--- config.mk ---
export PLATFORM = sky130hd
export DESIGN_NAME = lcg_random_in_range_flat
export DESIGN_NICKNAME = d
export VERILOG_FILES = /design/src/hdl/lcgr_pkg.sv /design/src/hdl/lcgr_if.sv /design/src/hdl/lcgr_mod.sv /design/src/hdl/lcg_random_in_range.sv /design/src/flat_wrapper.sv
export SDC_FILE = /design/constraint.sdc
export NUM_CORES = 1
export LEC_CHECK = 0
export ABC_AREA = 1
export BUFFER_PORTS_ARGS = -buffer_cell sky130_fd_sc_hd__buf_2
export CORE_MARGIN = 1
export CORE_UTILIZATION = 52
export DETAILED_ROUTE_END_ITERATION = 12
export PLACE_DENSITY = 0.66
export SLEW_MARGIN = 20
export SYNTH_ARGS = -nofsm -noshare
export SYNTH_HDL_FRONTEND = slang
export SYNTH_SLANG_ARGS = --single-unit
--- constraint.sdc ---
create_clock -name clk_i -period 6 [get_ports clk_i]
set_input_delay 1.2 -clock clk_i [delete_from_list [all_inputs] [get_ports clk_i]]
set_output_delay 1.2 -clock clk_i [all_outputs]
set_load 0.03 [all_outputs]
--- src/hdl/lcgr_pkg.sv ---
`timescale 1ns / 1ps
// ----------------------------------------------------------------------------
// lcgr_pkg
// Shared constants and types for the ranged random number generator.
// ----------------------------------------------------------------------------
package lcgr_pkg;

  localparam int unsigned DataW  = 32;
  localparam int unsigned TakeW  = 16;
  localparam int unsigned IndexW = 2;
  localparam int unsigned CntW   = $clog2(TakeW);

  localparam logic [DataW-1:0] LcgMul    = 32'd214013;
  localparam logic [DataW-1:0] LcgAdd    = 32'd2531011;
  localparam logic [DataW-1:0] SeedReset = 32'd0;
  localparam logic [DataW-1:0] LowReset  = 32'd1;
  localparam logic [DataW-1:0] HighReset = 32'd100;

  typedef enum logic [IndexW-1:0] {
    CFG_SEED = 2'd0,
    CFG_LOW  = 2'd1,
    CFG_HIGH = 2'd2
  } cfg_idx_e;

endpackage

--- src/hdl/lcgr_if.sv ---
`timescale 1ns / 1ps
// ----------------------------------------------------------------------------
// lcgr interfaces
// Valid/ready channels for draw requests, results and register writes.
// ----------------------------------------------------------------------------
interface lcgr_draw_if;
  logic valid;
  logic ready;
  logic draw_request;

  modport source (output valid, output draw_request, input ready);
  modport sink   (input valid, input draw_request, output ready);
endinterface

interface lcgr_result_if;
  logic               valid;
  logic               ready;
  logic signed [31:0] random_value;
  logic               span_error;

  modport source (output valid, output random_value, output span_error, input ready);
  modport sink   (input valid, input random_value, input span_error, output ready);
endinterface

interface lcgr_cfg_if;
  logic        valid;
  logic        ready;
  logic [1:0]  reg_index;
  logic [31:0] wdata;

  modport source (output valid, output reg_index, output wdata, input ready);
  modport sink   (input valid, input reg_index, input wdata, output ready);
endinterface

--- src/hdl/lcgr_mod.sv ---
`timescale 1ns / 1ps
// ----------------------------------------------------------------------------
// lcgr_mod
// Restoring bit-serial remainder of a 16-bit dividend by a 32-bit divisor,
// one quotient bit per cycle.
// ----------------------------------------------------------------------------
module lcgr_mod import lcgr_pkg::*; (
  input  logic             clk_i,
  input  logic             rst_ni,
  input  logic             start_i,
  input  logic [TakeW-1:0] dividend_i,
  input  logic [DataW-1:0] divisor_i,
  output logic             done_o,
  output logic [TakeW-1:0] remainder_o
);

  logic             busy_q, busy_d;
  logic [CntW-1:0]  cnt_q, cnt_d;
  logic [TakeW-1:0] quo_q, quo_d;
  logic [TakeW-1:0] rem_q, rem_d;
  logic [TakeW:0]   trial;
  logic [DataW-1:0] trial_ext;
  logic [DataW-1:0] diff;
  logic             ge;

  assign trial     = {rem_q, quo_q[TakeW-1]};
  assign trial_ext = {{(DataW-TakeW-1){1'b0}}, trial};
  assign ge        = trial_ext >= divisor_i;
  assign diff      = trial_ext - divisor_i;

  always_comb begin
    busy_d = busy_q;
    cnt_d  = cnt_q;
    quo_d  = quo_q;
    rem_d  = rem_q;
    if (start_i) begin
      busy_d = 1'b1;
      cnt_d  = CntW'(TakeW - 1);
      quo_d  = dividend_i;
      rem_d  = '0;
    end else if (busy_q) begin
      quo_d = {quo_q[TakeW-2:0], ge};
      rem_d = ge ? diff[TakeW-1:0] : trial[TakeW-1:0];
      cnt_d = cnt_q - 1'b1;
      if (cnt_q == '0) begin
        busy_d = 1'b0;
      end
    end
  end

  always_ff @(posedge clk_i or negedge rst_ni) begin
    if (!rst_ni) begin
      busy_q <= 1'b0;
      cnt_q  <= '0;
    end else begin
      busy_q <= busy_d;
      cnt_q  <= cnt_d;
    end
  end

  always_ff @(posedge clk_i) begin
    quo_q <= quo_d;
    rem_q <= rem_d;
  end

  assign done_o      = busy_q && (cnt_q == '0);
  assign remainder_o = rem_q;

endmodule

--- src/hdl/lcg_random_in_range.sv ---
`timescale 1ns / 1ps
// ----------------------------------------------------------------------------
// lcg_random_in_range
// Draws from a 32-bit linear congruential generator reduced into a range.
// ----------------------------------------------------------------------------
// draws are accepted only in the idle state, so a new draw waits until the last
// result is loaded; the 16-step bit-serial remainder runs unless the span is zero
// a word with draw_request low is taken while idle and gives no result
// reset: generator state 0, low bound 1, high bound 100, no result pending
module lcg_random_in_range import lcgr_pkg::*; (
  input  logic       clk_i,
  input  logic       rst_ni,
  lcgr_draw_if.sink  draw_i,
  lcgr_result_if.source result_o,
  lcgr_cfg_if.sink   cfg_i
);

  typedef enum logic [4:0] {
    ST_IDLE = 5'b00001,
    ST_STEP = 5'b00010,
    ST_LOAD = 5'b00100,
    ST_DIV  = 5'b01000,
    ST_SUM  = 5'b10000
  } state_e;

  state_e           state_q, state_d;
  logic [DataW-1:0] gen_q, gen_d;
  logic [DataW-1:0] low_q, high_q;
  logic [DataW-1:0] span_q;
  logic             err_q;
  logic             out_valid_q, out_valid_d;
  logic [DataW-1:0] out_value_q;
  logic             out_err_q;
  logic             load_out;
  logic [DataW-1:0] rem_ext;
  logic [TakeW-1:0] remainder;
  logic             cfg_fire;
  logic             mod_start;
  logic             mod_done;

  assign cfg_i.ready = 1'b1;
  assign cfg_fire    = cfg_i.valid;

  assign draw_i.ready = (state_q == ST_IDLE);

  lcgr_mod u_mod (
    .clk_i       (clk_i),
    .rst_ni      (rst_ni),
    .start_i     (mod_start),
    .dividend_i  (gen_q[DataW-1:DataW-TakeW]),
    .divisor_i   (span_q),
    .done_o      (mod_done),
    .remainder_o (remainder)
  );

  assign mod_start = (state_q == ST_LOAD) && (span_q != '0);
  assign load_out  = (state_q == ST_SUM) && (!out_valid_q || result_o.ready);
  assign rem_ext   = err_q ? '0 : {{(DataW-TakeW){1'b0}}, remainder};

  always_comb begin
    state_d = state_q;
    gen_d   = gen_q;
    unique case (state_q)
      ST_IDLE: begin
        if (draw_i.valid && draw_i.draw_request) begin
          state_d = ST_STEP;
        end
      end
      ST_STEP: begin
        gen_d   = gen_q * LcgMul + LcgAdd;
        state_d = ST_LOAD;
      end
      ST_LOAD: begin
        state_d = (span_q == '0) ? ST_SUM : ST_DIV;
      end
      ST_DIV: begin
        if (mod_done) begin
          state_d = ST_SUM;
        end
      end
      ST_SUM: begin
        if (load_out) begin
          state_d = ST_IDLE;
        end
      end
      default: state_d = ST_IDLE;
    endcase
    if (cfg_fire && (cfg_i.reg_index == CFG_SEED)) begin
      gen_d = cfg_i.wdata;
    end
  end

  always_comb begin
    out_valid_d = out_valid_q;
    if (result_o.ready) begin
      out_valid_d = 1'b0;
    end
    if (load_out) begin
      out_valid_d = 1'b1;
    end
  end

  always_ff @(posedge clk_i or negedge rst_ni) begin
    if (!rst_ni) begin
      state_q     <= ST_IDLE;
      gen_q       <= SeedReset;
      low_q       <= LowReset;
      high_q      <= HighReset;
      out_valid_q <= 1'b0;
    end else begin
      state_q     <= state_d;
      gen_q       <= gen_d;
      out_valid_q <= out_valid_d;
      if (cfg_fire) begin
        unique case (cfg_i.reg_index)
          CFG_LOW:  low_q  <= cfg_i.wdata;
          CFG_HIGH: high_q <= cfg_i.wdata;
          default:  ;
        endcase
      end
    end
  end

  // span taken while the generator steps, zero-span flag in the load state, result on load
  always_ff @(posedge clk_i) begin
    if (state_q == ST_STEP) begin
      span_q <= high_q - low_q + 1'b1;
    end
    if (state_q == ST_LOAD) begin
      err_q <= (span_q == '0);
    end
    if (load_out) begin
      out_value_q <= rem_ext + low_q;
      out_err_q   <= err_q;
    end
  end

  assign result_o.valid        = out_valid_q;
  assign result_o.random_value = signed'(out_value_q);
  assign result_o.span_error   = out_err_q;

endmodule

--- src/flat_wrapper.sv ---
// flat-port wrapper written by rule: the top's interface ports become plain ports
module lcg_random_in_range_flat import lcgr_pkg::*;
  (clk_i, rst_ni, draw_i_valid, draw_i_draw_request, draw_i_ready, result_o_valid, result_o_random_value, result_o_span_error, result_o_ready, cfg_i_valid, cfg_i_reg_index, cfg_i_wdata, cfg_i_ready);
  lcgr_draw_if draw_i_i ();
  lcgr_result_if result_o_i ();
  lcgr_cfg_if cfg_i_i ();
  input  logic clk_i;
  input  logic rst_ni;
  input wire logic [$bits(draw_i_i.valid)-1:0] draw_i_valid;
  input wire logic [$bits(draw_i_i.draw_request)-1:0] draw_i_draw_request;
  output wire logic [$bits(draw_i_i.ready)-1:0] draw_i_ready;
  output wire logic [$bits(result_o_i.valid)-1:0] result_o_valid;
  output wire logic [$bits(result_o_i.random_value)-1:0] result_o_random_value;
  output wire logic [$bits(result_o_i.span_error)-1:0] result_o_span_error;
  input wire logic [$bits(result_o_i.ready)-1:0] result_o_ready;
  input wire logic [$bits(cfg_i_i.valid)-1:0] cfg_i_valid;
  input wire logic [$bits(cfg_i_i.reg_index)-1:0] cfg_i_reg_index;
  input wire logic [$bits(cfg_i_i.wdata)-1:0] cfg_i_wdata;
  output wire logic [$bits(cfg_i_i.ready)-1:0] cfg_i_ready;
  assign draw_i_i.valid = draw_i_valid;
  assign draw_i_i.draw_request = draw_i_draw_request;
  assign draw_i_ready = draw_i_i.ready;
  assign result_o_valid = result_o_i.valid;
  assign result_o_random_value = result_o_i.random_value;
  assign result_o_span_error = result_o_i.span_error;
  assign result_o_i.ready = result_o_ready;
  assign cfg_i_i.valid = cfg_i_valid;
  assign cfg_i_i.reg_index = cfg_i_reg_index;
  assign cfg_i_i.wdata = cfg_i_wdata;
  assign cfg_i_ready = cfg_i_i.ready;
  lcg_random_in_range u_core (.clk_i(clk_i), .rst_ni(rst_ni), .draw_i(draw_i_i), .result_o(result_o_i), .cfg_i(cfg_i_i));
endmodule
# After elaboration in Yosys (flattened, before gate mapping)

Index checks and enable logic that the tools add are counted.

Input port bits: 40
Output and inout port bits: 36
Register bits: 205
Logic and storage cells: 66

Multipliers: 1
Muxes and demuxes: 18
Reduce and logical (&&, ||, !) cells: 17
$add $sub $neg: 6
Equality and inequality tests: 10
$lt $le $gt $ge: 1

Operators by type and width:

| cell                                                                    | number |
|---|---|
| 16-bit 2-to-1 mux                                                       | 4 |
| 32-bit 2-to-1 mux                                                       | 2 |
| 32-bit by 1-bit adder with 32-bit output, second input constant         | 1 |
| 32-bit by 22-bit adder with 32-bit output, second input constant        | 1 |
| 32-bit adder                                                            | 1 |
| 17-bit by 32-bit greater-or-equal comparator with 1-bit output          | 1 |
| 32-bit zero test                                                        | 1 |
| 32-bit by 18-bit multiplier with 32-bit output, second input constant   | 1 |
| 32-bit nonzero test                                                     | 1 |
| 32-bit subtractor                                                       | 1 |
| 5-bit one-hot mux with 5 select lines                                   | 1 |
| 5-bit 2-to-1 mux                                                        | 4 |
| 16-bit subtractor                                                       | 1 |
| 4-bit 2-to-1 mux                                                        | 2 |
| 2-bit by 1-bit inequality test with 1-bit output, second input constant | 3 |
| 2-bit nonzero test                                                      | 3 |
| 5-bit by 1-bit == test with 1-bit output, second input constant         | 1 |
| 5-bit by 2-bit == test with 1-bit output, second input constant         | 1 |
| 5-bit by 3-bit == test with 1-bit output, second input constant         | 1 |
| 5-bit by 4-bit == test with 1-bit output, second input constant         | 1 |
| 5-bit == test, second input constant                                    | 1 |
| 1-bit logical AND                                                       | 5 |
| 1-bit 2-to-1 mux                                                        | 5 |
| 4-bit zero test                                                         | 1 |
| 8 further kinds                                                         | 9 |

# Longest topological paths before layout

Word-level depth: 5
Depth in mapped cells: 25
Mapped depth without buffers: 25

# Cells and area by module

Synthesis repeated with hierarchy kept, for this count alone.

Cells, all modules: 2576
Area, all modules: 21274.2 µm²

By module, submodules not included:

| module              | cells an instance | area an instance (µm²) | seq. area each (µm²) | times used |
|---|---|---|---|---|
| lcg_random_in_range | 2177              | 18435.2                | 4540.6               | 1 |
| lcgr_mod            | 399               | 2839.0                 | 925.9                | 1 |

# Worst setup path before layout

OpenSTA, ideal clock, no wires.

Path type: register to register
From: reg u_core.gen_q[4]
To: reg u_core.gen_q[13]
Arrival: 4.931 ns
Setup time: 0.142 ns
Required time: 5.858 ns
Clock period less this slack: 5.073 ns
Cell stages (with the launch flop): 19
Buffers on the path: 0
Slack: 0.927 ns
Cell sequence: dfrtp_1 > inv_1 > fa_1 > fa_1 > fa_1 > inv_1 > fa_1 > fa_1 > inv_1 > fa_1 > inv_1 > ha_1 > nand2_1 > inv_1 > a21oi_1 > nand3_1 > or2_2 > nand3_1 > o221ai_1

Longest elaborated chain between the ends: 4

RTL lines:

| what                                           | RTL line                   | RTL |
|---|---|---|
| start: declaration                             | lcg_random_in_range.sv:27  | `logic [DataW-1:0] gen_q, gen_d;` |
| start signal: assignment                       | lcg_random_in_range.sv:106 | `gen_q <= SeedReset;` |
| start signal: assignment                       | lcg_random_in_range.sv:112 | `gen_q <= gen_d;` |
| 32-bit by 18-bit multiplier with 32-bit output | lcg_random_in_range.sv:70  | `gen_d = gen_q * LcgMul + LcgAdd;` |
| 32-bit by 22-bit adder with 32-bit output      | lcg_random_in_range.sv:70  |  |
| 32-bit 2-to-1 mux                              | lcg_random_in_range.sv:63  | `unique case (state_q)` |
| 32-bit 2-to-1 mux                              | lcg_random_in_range.sv:88  | `if (cfg_fire && (cfg_i.reg_index == CFG_SEED)) begin` |

Every way passes these cells. The select of a mux whose other input is x is not followed.
A chain may end at the register's enable or synchronous reset.

# Worst setup path after layout

From: reg u_core.gen_q[11]
To: reg u_core.gen_q[24]

The elaborated chain is that of the path after synthesis.

==> flow_summary.json <==
{
  "yosysWarnings": 0,
  "timing.slew.headroom_pct": 32.1,
  "drt_first_iter_violations": 1001,
  "timing.critical_path.cells": "fa_1 -> inv_1 -> fa_1 -> fa_1 -> fa_1 -> inv_1 -> fa_1 -> inv_1 -> fa_1 -> inv_1 -> ha_1 -> nand2_1 -> nor2_1 -> inv_1 -> nor2_1 -> nand4_1 -> nand3_1 -> nand2_1 -> nand2_1 -> nand2_1 -> nand2_1 -> o21bai_1",
  "io-pin-count": 76,
  "areaGrowthSynthToFinish_pct": 8.29,
  "die_area_mm2": 0.0413,
  "numnets_final": 3091,
  "netlist_top_cells_area": "fa_1, ha_1, dfrtp_1",
  "period_minus_slack_ns": 5.65,
  "grt_start_max_net_pins": 70,
  "yosys.area.top_type_share_pct": 17.2,
  "gp_congestion": 0.987,
  "critPathKind": "reg -> reg",
  "row_count": 73,
  "clk_root_buffer_cell": "clkbuf_16",
  "grt_antenna_before_repair": 0,
  "status": "finished clean",
  "cp-end-kind": "register",
  "initial_utilization_pct": 52.8,
  "antenna_cells": 0,
  "cts.reportedPaths.clkPinSlew_ns": 0.06,
  "die_w_um": 203,
  "dp_hpwl_mm": 49.3,
  "drt-total-wl_mm": 59.0,
  "synth_fp_nets": 3015,
  "synth.largest_area_cell": "fa_1",
  "syn_area_mm2": 0.0210,
  "synth.yosys.seq_area_share_pct": 26.0,
  "grt_usage_pct": 29.7,
  "cts-root-to-sink-buffers": 3,
  "hold_violations": 0,
  "cts_setup_buffers": 0,
  "yosys_most_used_dff": "dfrtp_1",
  "netlist_instances": 2554,
  "number_of_global_route_vias_before_repair": 17700,
  "syn_avg_cell_area_um2": 8.24,
  "drc": 0,
  "worstHoldPathType": "reg -> reg",
  "timing.hold.worst_path_depth": 2,
  "critical-path-slowest-cell": "fa_1",
  "clock.fmax_ghz": 0.177,
  "async_reset_ff_share_pct": 52.2,
  "num_vias": 17100,
  "maxCapViolations": 0,
  "setup.reg_to_reg.worst_slack_ns": 0.35,
  "critical_path_arrival_ns": 6.09,
  "final.setup.tns_ns": 0,
  "post_drt_via_cell_ratio": 5.37,
  "final_antenna_net_count": 0,
  "final.period_utilization_pct": 94.1,
  "timing.rr.end": "u_core.gen_q[24]",
  "finClkSkew_ns": 0.0245,
  "setup_viol": 0,
  "cts_inserted_buffers": 25,
  "place.port_buffers": 74,
  "crit_required_ns": 6.44,
  "die_h_um": 203,
  "core_box_area_mm2": 0.0398,
  "route.detailed.wl_per_inst_um": 18.6,
  "post_route_cells_drive_above_1_share_pct": 6.42,
  "rsz0062_at_grt": "false",
  "synth_edf_count": 82,
  "critical_path_peak_fanout": 8,
  "r2r-start": "u_core.gen_q[11]",
  "start_point_of_the_worst_hold_path": "u_core.high_q[13]",
  "ff2ff_path_depth": 22,
  "numClockSinks": 205,
  "cts_tree": "built",
  "ys_ff_latch": 205,
  "cp_common_cell": "fa_1",
  "start_kind": "register",
  "first_pass_grt_wire_length_mm": 93.9,
  "max_stage_delay_ns": 0.54,
  "postCtsResizedCells": 0,
  "holdBufCountCts": 0,
  "timing.hold.worst_endpoint": "u_core.high_q[13]",
  "worstMarginPinSlew_ns": 1.01,
  "clock_network_latency_to_the_later_pin_of_the_worst_skew_pair_ns": 0.56,
  "nFillCells": 3724,
  "ys_types": 53,
  "grt-ovfl-total": 0,
  "slew_viol_final": 0,
  "dr.pass1.iters": 5,
  "h_tree_levels": 1
}
-- per-layer routing --
metal,part of all wire [%],global-route usage [%]
met5,0,0
met4,4.3,12.6
met3,4.2,3.37
met2,50,53.8
met1,42,35.5
-- sequential cells by signal (all words and copies together) (netlist names) --
signal and flops:
u_core.u_mod.busy_q 1, u_core.u_mod.remainder_o 16, u_core.err_q 1, u_core.state_q 5
u_core.u_mod.quo_q 16, u_core.span_q 32, u_core.high_q 32, u_core.low_q 32
u_core.result_o.valid 1, u_core.result_o.random_value 32, u_core.u_mod.cnt_q 4, u_core.gen_q 32
u_core.result_o.span_error 1
-- cell type report --
type | count | area (um2) | area share (%)
multi-input combinational | 1722 | 13200 | 57.8
sequential | 205 | 5470 | 24.0
inverter | 587 | 2200 | 9.67
clock buffer | 35 | 693 | 3.04
tap | 525 | 657 | 2.88
timing repair buffer | 89 | 485 | 2.13
clock inverter | 11 | 111 | 0.489
-- worst max-delay path by stage --
stage	slack [ns]	startpoint	end
finish	0.35	u_core.gen_q[11]	u_core.gen_q[24]
floorplan	0.93	u_core.gen_q[4]	u_core.gen_q[13]
CTS	0.25	u_core.gen_q[11]	u_core.gen_q[21]
detailed placement	0.24	u_core.gen_q[11]	u_core.gen_q[21]
global placement	0.28	u_core.gen_q[11]	u_core.gen_q[21]
global route	0.02	u_core.gen_q[11]	u_core.gen_q[24]
-- cells in the mapped netlist (all sizes together) (20+ instances only) --
library cell  number
inv              587
nand2            494
ha               240
fa               181
nor2             148
o21ai            145
nand3            125
a21oi            110
dfrtp            102
edfxtp            82
xor2              66
nand4             44
xnor2             30
o21bai            25
clkbuf            24
nor3              20
-- cells in the final DEF, fill, tap and decap left out, types with 4 or more instances in the layout --
cell and instances:
a21oi_1 110, o21ai_1 13, nor2_2 4, nand2_1 478
a21o_1 12, buf_4 16, o21bai_1 25, a31oi_1 4
o211ai_1 4, dfrtp_1 101, ha_1 240, clkbuf_1 7
nand4_1 44, nor3_1 18, o22ai_1 9, inv_2 5
nand3_1 123, xor2_1 66, nand2_2 15, o21a_1 6
nand3b_1 8, dfstp_2 5, inv_1 582, and3_1 5
buf_2 73, clkbuf_16 25, nor2_1 142, xnor2_1 30
fa_1 181, edfxtp_1 82, dfxtp_1 16, o221ai_1 17
o21ai_0 132, nor4_1 10
-- cell families after synthesis --
logic type | synth area share [%]
fa+ha+maj | 31.5
simple gates | 17.9
flops | 26.0
xor+xnor | 4.00
buf+inv | 11.5
compound gates | 9.11
other cells | 0.0178
-- stage by stage --
step / setup slack (ns) / utilization [%] / cell area (um2) / std cells / hold slack, ns
2_1_floorplan: 0.927 / - / 21000 / 2554 / 0.424
5_1_grt: 0.0225 / 57.2 / 22800 / 3174 / 0.513
4_1_cts: 0.255 / 57.2 / 22800 / 3174 / 0.499
3_3_place_gp: 0.277 / 55.2 / 22000 / 3128 / 0.474
3_5_place_dp: 0.240 / 55.2 / 22000 / 3128 / 0.482
6_report: 0.352 / 57.2 / 22800 / 3174 / 0.493
-- worst max-delay path, delay by kind of cell, from the launching register on --
kind                     cells  cell delay (ns)
adder cells (fa/ha/maj)      7             3.43
AO/OA/AOI/OAI                1             0.07
flip-flops                   1             0.52
AND/OR/NAND/NOR              9             1.11
buffers and inverters        5             0.40
Power is left out: the tool's default activity adds up to more than one toggle a clock period on the data nets, which glitch-free logic cannot reach.
